[src/design/trial_division_prime_test_assert.svh]
// Assertion macros shared by the trial division prime test RTL
`ifndef TRIAL_DIVISION_PRIME_TEST_ASSERT_SVH
`define TRIAL_DIVISION_PRIME_TEST_ASSERT_SVH

// Same-cycle implication, sampled on clk, off while rst_n is low
`define TDP_ASSERT_NOW(label, ante, cons) \
    label: assert property (@(posedge clk) disable iff (!rst_n) (ante) |-> (cons)) \
        else $error("tdp assertion failed");

// Next-cycle implication, sampled on clk, off while rst_n is low
`define TDP_ASSERT_NEXT(label, ante, cons) \
    label: assert property (@(posedge clk) disable iff (!rst_n) (ante) |=> (cons)) \
        else $error("tdp assertion failed");

`endif

[src/design/tdp_pkg.sv]
// Package: widths, sequencer states and divider control types
`default_nettype none
package tdp_pkg;

    // Width of the candidate field on the port
    localparam int CAND_WIDTH  = 32;
    // Datapath width; the candidate is taken modulo 2^VALUE_WIDTH (range 4..64)
    localparam int VALUE_WIDTH = 32;
    // Bit step counter of the divider
    localparam int STEP_CNT_W  = $clog2(VALUE_WIDTH);

    // Sequencer states
    typedef enum logic [1:0] {
        ST_IDLE,
        ST_START,
        ST_WAIT,
        ST_WRITE
    } tdp_state_t;

    // Divide request from the sequencer
    typedef struct packed {
        logic                   start;
        logic [VALUE_WIDTH-1:0] dividend;
        logic [VALUE_WIDTH-1:0] divisor;
    } tdp_div_req_t;

    // Divide response back to the sequencer
    typedef struct packed {
        logic                   busy;
        logic                   done;
        logic [VALUE_WIDTH-1:0] quotient;
        logic [VALUE_WIDTH-1:0] remainder;
    } tdp_div_rsp_t;

endpackage
`default_nettype wire

[src/design/tdp_div.sv]
// Bit-serial restoring divider: one quotient bit per cycle
`default_nettype none
`include "trial_division_prime_test_assert.svh"

module tdp_div
    import tdp_pkg::*;
(
    input  wire logic         clk,
    input  wire logic         rst_n,
    input  wire tdp_div_req_t req,
    output tdp_div_rsp_t      rsp
);

    logic                   busy_reg, busy_next;
    logic                   done_reg, done_next;
    logic [STEP_CNT_W-1:0]  step_reg, step_next;
    logic [VALUE_WIDTH-1:0] rem_reg, rem_next;
    logic [VALUE_WIDTH-1:0] quo_reg, quo_next;
    logic [VALUE_WIDTH-1:0] div_reg, div_next;

    logic [VALUE_WIDTH:0]   shifted;
    logic [VALUE_WIDTH:0]   trial;
    logic                   last_step;

    // One restoring step: shift in next dividend bit, try subtract
    assign shifted   = {rem_reg, quo_reg[VALUE_WIDTH-1]};
    assign trial     = shifted - {1'b0, div_reg};
    assign last_step = (step_reg == STEP_CNT_W'(VALUE_WIDTH - 1));

    always_comb
    begin
        busy_next = busy_reg;
        done_next = 1'b0;
        step_next = step_reg;
        rem_next  = rem_reg;
        quo_next  = quo_reg;
        div_next  = div_reg;
        if (req.start)
        begin
            busy_next = 1'b1;
            step_next = '0;
            rem_next  = '0;
            quo_next  = req.dividend;
            div_next  = req.divisor;
        end
        else if (busy_reg)
        begin
            if (!trial[VALUE_WIDTH])
            begin
                rem_next = trial[VALUE_WIDTH-1:0];
                quo_next = {quo_reg[VALUE_WIDTH-2:0], 1'b1};
            end
            else
            begin
                rem_next = shifted[VALUE_WIDTH-1:0];
                quo_next = {quo_reg[VALUE_WIDTH-2:0], 1'b0};
            end
            step_next = step_reg + STEP_CNT_W'(1);
            if (last_step)
            begin
                busy_next = 1'b0;
                done_next = 1'b1;
            end
        end
    end

    // Control state
    always_ff @(posedge clk or negedge rst_n)
    begin
        if (!rst_n)
        begin
            busy_reg <= 1'b0;
            done_reg <= 1'b0;
            step_reg <= '0;
        end
        else
        begin
            busy_reg <= busy_next;
            done_reg <= done_next;
            step_reg <= step_next;
        end
    end

    // Datapath
    always_ff @(posedge clk)
    begin
        rem_reg <= rem_next;
        quo_reg <= quo_next;
        div_reg <= div_next;
    end

    assign rsp.busy      = busy_reg;
    assign rsp.done      = done_reg;
    assign rsp.quotient  = quo_reg;
    assign rsp.remainder = rem_reg;

    // Checks
    `TDP_ASSERT_NOW(a_start_when_free, req.start, !busy_reg && !done_reg)
    `TDP_ASSERT_NEXT(a_start_sets_busy, req.start, busy_reg && step_reg == '0)
    `TDP_ASSERT_NEXT(a_done_after_last, busy_reg && last_step && !req.start, done_reg && !busy_reg)

endmodule
`default_nettype wire

[config.mk]
export PLATFORM = sky130hd
export DESIGN_NAME = tdp_div
export DESIGN_NICKNAME = d
export VERILOG_FILES = /design/src/design/tdp_pkg.sv /design/src/design/tdp_div.sv
export VERILOG_INCLUDE_DIRS = /design/src /design/src/design
export SDC_FILE = /design/constraint.sdc
export NUM_CORES = 1
export LEC_CHECK = 0
export CORE_UTILIZATION = 50
export DETAILED_ROUTE_END_ITERATION = 7
export DONT_BUFFER_PORTS = 1
export GPL_ROUTABILITY_DRIVEN = 0
export PLACE_DENSITY = 0.75
export SYNTH_ARGS = -nofsm -noshare
export SYNTH_HDL_FRONTEND = slang
export SYNTH_SLANG_ARGS = --single-unit
[constraint.sdc]
create_clock -name clk -period 3.8 [get_ports clk]
set_input_delay 0 -clock clk [delete_from_list [all_inputs] [get_ports clk]]
set_output_delay 0 -clock clk [all_outputs]
set_load 0.005 [all_outputs]
# Word-level counts from Yosys, hierarchy flattened
# Index checks and enable logic that the tools add are counted.
[op_classes]
n_mux = 12
n_eq_ne = 1
n_reduce_logical = 1
n_addsub = 2
[ops]
columns = ["operator", "n"]
rows = [
  ["two-way mux 32 bit", 3],
  ["subtractor 33 x 32 -> 33 bit", 1],
  ["two-way mux 5 bit", 2],
  ["two-way mux 1 bit", 7],
  ["adder 5 x 1 -> 5 bit, second input constant", 1],
  ["equality test 5 bit, second input constant", 1],
  ["nonzero test 2 bit", 1],
]
[totals]
in_bits = 67
ff_bits = 103

# Logic depth before layout (Yosys ltp)
[depth]
depth_word = 4
ltp_mapped = 13

# Least setup slack after synthesis
# No wires, ideal clock.
[synth_timing]
path_type = "register to register"
start = "reg quo_reg[31]"
end = "reg rem_reg[0]"
stages_incl_launch_ff = 13
path_slack_ns = 0.114
required_time_ns = 3.714
setup_ns = 0.086
t_arrival_ns = 3.601
cell_sequence = "edfxtp_1 inv_1 ha_1 fa_1 nand2b_1 a21o_1 a2111o_1 a2111o_1 a211oi_4 a41oi_2 xnor2_4 mux2_2 a211oi_1"
[synth_between]
elab_chain_cells = 2
[synth_rtl]
columns = ["item", "line_no", "text"]
rows = [
  ["start: declaration", "tdp_div.sv:18", "logic [VALUE_WIDTH-1:0] quo_reg, quo_next;"],
  ["start signal: assignment", "tdp_div.sv:88", "quo_reg <= quo_next;"],
  ["subtractor 33 x 32 -> 33 bit", "tdp_div.sv:27", "assign trial = shifted - {1'b0, div_reg};"],
  ["two-way mux 32 bit (*)", "tdp_div.sv:48", "if (!trial[VALUE_WIDTH])"],
  ["end signal: assignment", "tdp_div.sv:87", "rem_reg <= rem_next;"],
  ["end: declaration", "tdp_div.sv:17", "logic [VALUE_WIDTH-1:0] rem_reg, rem_next;"],
]
# Every way passes the cells marked *; elsewhere a longest branch is shown, timed or not.
# A chain may end at the register's enable or synchronous reset.

# Worst setup path after layout
[layout_timing]
start = "reg quo_reg[31]"
end = "reg quo_reg[0] (data pin)"
[layout_between]
elab_chain_cells = 4
[layout_rtl]
columns = ["item", "line_no", "text"]
rows = [
  ["subtractor 33 x 32 -> 33 bit", "tdp_div.sv:27", ""],
  ["two-way mux 1 bit", "tdp_div.sv:48", ""],
  ["two-way mux 32 bit", "tdp_div.sv:46", "else if (busy_reg)"],
  ["two-way mux 32 bit", "tdp_div.sv:38", "if (req.start)"],
  ["named net quo_next[0]", "tdp_div.sv:18", ""],
]
# The timed path passes the listed nets, and every way through them passes these cells. The select of a mux whose other input is x is not followed.

==> results.tsv <==
stage	metric	value	unit
outcome	status	finished clean	
floorplan	I/O Pins	133	
yosys	Post-synth EDFFs	64	
clock_tree	cts bufs inserted	9	
sta	Final Hold Viols	0	
floorplan	row count	38	
clock_tree	TritonCTS clock tree	yes	
detailed_routing	DRT antenna net count	0	
final_layout	# nets final	699	
yosys	synthesized flop and latch total	103	
detailed_routing	via/cell ratio	5.61	
yosys	multiplexer area fraction after synthesis	11.8	%
final_layout	Post-Layout Cell Count	742	
detailed_routing	via count	4165	
flow_run	max-cap check violation count	0	
worst_setup_path	Worst setup EP type	flop	
yosys	largest family of logic cells by synthesized area	compound AO/OA/AOI/OAI gates	
final_layout	area delta synth->final	21.1	%
grt	largest net degree at the start of global routing	104	
floorplan	Initial Util	52.4	%
grt	initial antenna violation count	0	
detailed_routing	DRC violations left	0	
clock_tree	worst skew pair latency	0.35	ns
grt	first-pass GRT wire length	20000	µm
yosys	Ys Warns	0	
worst_setup_path	WP data arrival	3.72	ns
yosys	Seq/Total Area, Yosys	47.3	%
clock_tree	Max clock buf depth	2	
sta	fin crit period	3.62	ns
yosys	dominant cell type by area after synthesis	edfxtp_1	
worst_hold_path	worst hold path type	in -> reg	
sta	unrepaired setup endpoints after global routing	no	
sta	final setup vio count	0	
yosys	adder-cell area share of the yosys netlist	7.70	%
yosys	Synth Flop Type	edfxtp_1	
sta	Max-Slew Margin vs Limit	51.2	%
worst_setup_path	critical path data required time	3.90	ns
power_and_ir_drop	Worst VDD drop	0.394	mV
placement	Final HPWL DP	8180	µm
sta	clock skew	0.00972	ns
yosys	Syn Area/Cell	10.9	µm²
sta	worst-margin pin slew	0.732	ns
floorplan	total die area	12000	µm²
final_layout	share of layout cells above drive strength 1	13.1	%
yosys	async set-reset flop share out of synthesis	6.80	%
yosys	synthesized area	5780	µm²
grt	total grt overflow	0	
worst_setup_path	critical path class	reg -> reg	
power_and_ir_drop	power density cells	643	nW/µm²
clock_tree	CTS H-tree lvls	3	
detailed_routing	Post-Route WL	12400	µm
final_layout	most common cell after layout, fill and taps aside	dlygate4sd3_1	
detailed_routing	DR pass1 iterations	5	
sta	hold slack	0.104	ns
yosys	Post-Synth XOR/XNOR Area	4.87	%
clock_tree	clock root buffer	clkbuf_16	
yosys	post-synth cell types	50	
placement	Placed Cells	656	
grt	vias in the first global route	4149	
floorplan	die width	110	µm
sta	Slew Viols, Final	0	
yosys	Syn Nets	632	
sta	setup TNS	0	ns
yosys	Synth Area in Simple Gates	8.63	%
yosys	post-synthesis cell count	530	
placement	input/output buffers	0	
worst_setup_path	crit-path max FO	12	
final_layout	Ant. Diodes	0	
sta	Fmax	276	MHz
sta	Tcrit/Tclk final	95.2	%
clock_tree	register clock-pin slew on the reported worst setup and hold paths	0.07	ns
floorplan	Die H	110	µm
yosys	share of the synthesized area in the top cell type	33.2	%
detailed_routing	WL per Instance	16.7	µm
final_layout	most frequent cells in the layout	66 x dlygate4sd3_1, 64 x edfxtp_1, 51 x nor2_1	
worst_setup_path	Worst setup SP type	flop	
grt	GRT Resource Usage Total	21.9	%
floorplan	area of the core	11000	µm²
detailed_routing	Detailed Route Iter0 Violations	235	
yosys	Synth Area in Compound Gates	14.7	%
clock_tree	Clock Sinks	103	
power_and_ir_drop	leakage power	2.95	nW
yosys	Synth area leaders	edfxtp_1 33%, dfxtp_1 11%, ha_1 7.4%	
-- metrics by stage --
step                      util, %  total power [W]  setup slack [ns]  instance area [µm²]
final                        63.5          0.00450             0.182                 7000
after global routing         63.5          0.00480           0.00423                 7000
after CTS                    63.3          0.00453            0.0311                 6980
after detailed placement     53.7          0.00334           -0.0313                 5930
after global placement       53.7          0.00329             0.114                 5930
after floorplan                 -          0.00300             0.114                 5780
-- worst max-delay path, cell delays in order (launching register included) --
cell and delay [ns]:
edfxtp_1 0.34, inv_1 0.06, ha_2 0.20, fa_2 0.35, nand2b_1 0.17, a21o_1 0.19, a2111o_1 0.39, a2111o_1 0.48
a211oi_4 0.26, a41oi_2 0.22, xnor2_4 0.18, buf_6 0.14, buf_12 0.14, mux2_2 0.26
-- kinds of logic (layout without fill, tap and decap cells) --
kind of cell | after synthesis | count (layout)
buf+inv | 68 | 140
xor+xnor | 30 | 30
fa+ha+maj | 35 | 35
flops | 103 | 103
compound gates | 121 | 121
mux | 64 | 64
simple gates | 109 | 109
-- power breakdown --
group / switching [W] / internal [W] / total (W)
sequential: 0.000233 / 0.00141 / 0.00164
clock: 0.000417 / 0.000646 / 0.00106
combinational: 0.000917 / 0.000885 / 0.00180
-- metal layers --
| metal | track usage, % | share of wire, % | vias up |
|---|---|---|---|
| met2 | 38.1 | 51 | 100 |
| met4 | 6.67 | 1.5 | 0 |
| met5 | 0 | 0 | - |
| li1 | - | - | 2072 |
| met3 | 7.41 | 5.4 | 17 |
| met1 | 25.3 | 42 | 1976 |
-- path summary, 6_finish.rpt --
kind                                    startpoint                      end  slack (ns)  cells after the start
setup / recovery             quo_reg[31]$_DFFE_PP_     quo_reg[0]$_DFFE_PP_        0.18                     13
hold / removal                             req[64]    div_reg[17]$_DFFE_PP_        0.10                      1
setup reg to reg             quo_reg[31]$_DFFE_PP_     quo_reg[0]$_DFFE_PP_        0.18                     13
hold reg to reg            step_reg[4]$_DFFE_PN0P_  step_reg[4]$_DFFE_PN0P_        0.54                      2
max in group asynchronous                    rst_n       busy_reg$_DFF_PN0_        3.01                      2
min in group asynchronous                    rst_n       done_reg$_DFF_PN0_        0.53                      2
-- synth_stat cells (all sizes together), types with 9 or more instances --
cell,count
a21o,17
inv,44
o21ai,11
edfxtp,64
nand2,21
xor2,12
and3,9
a211oi,31
dfxtp,32
mux2,35
mux2i,29
clkbuf,17
a21oi,28
xnor2,18
nor2,51
ha,34
-- cell type report --
cell class	count	area, µm²
clock inverter	7	120
timing repair buffer	80	802
fill	892	4030
multi-input combinational	359	2780
inverter	44	165
tap	140	175
clock buffer	9	225
sequential	103	2740
-- what timing repair did --
| item | CTS | global route |
|---|---|---|
| pin swaps | 3 | 4 |
| setup endpoints to repair | 15 | 33 |
| cloned | 0 | 0 |
| endpoints found under the hold margin | 142 | 0 |
| hold buffers | 67 | 0 |
| resized for setup | 1 | 6 |
| buffers inserted | 2 | 2 |
No activity file was read; power rests on OpenSTA's default activity.
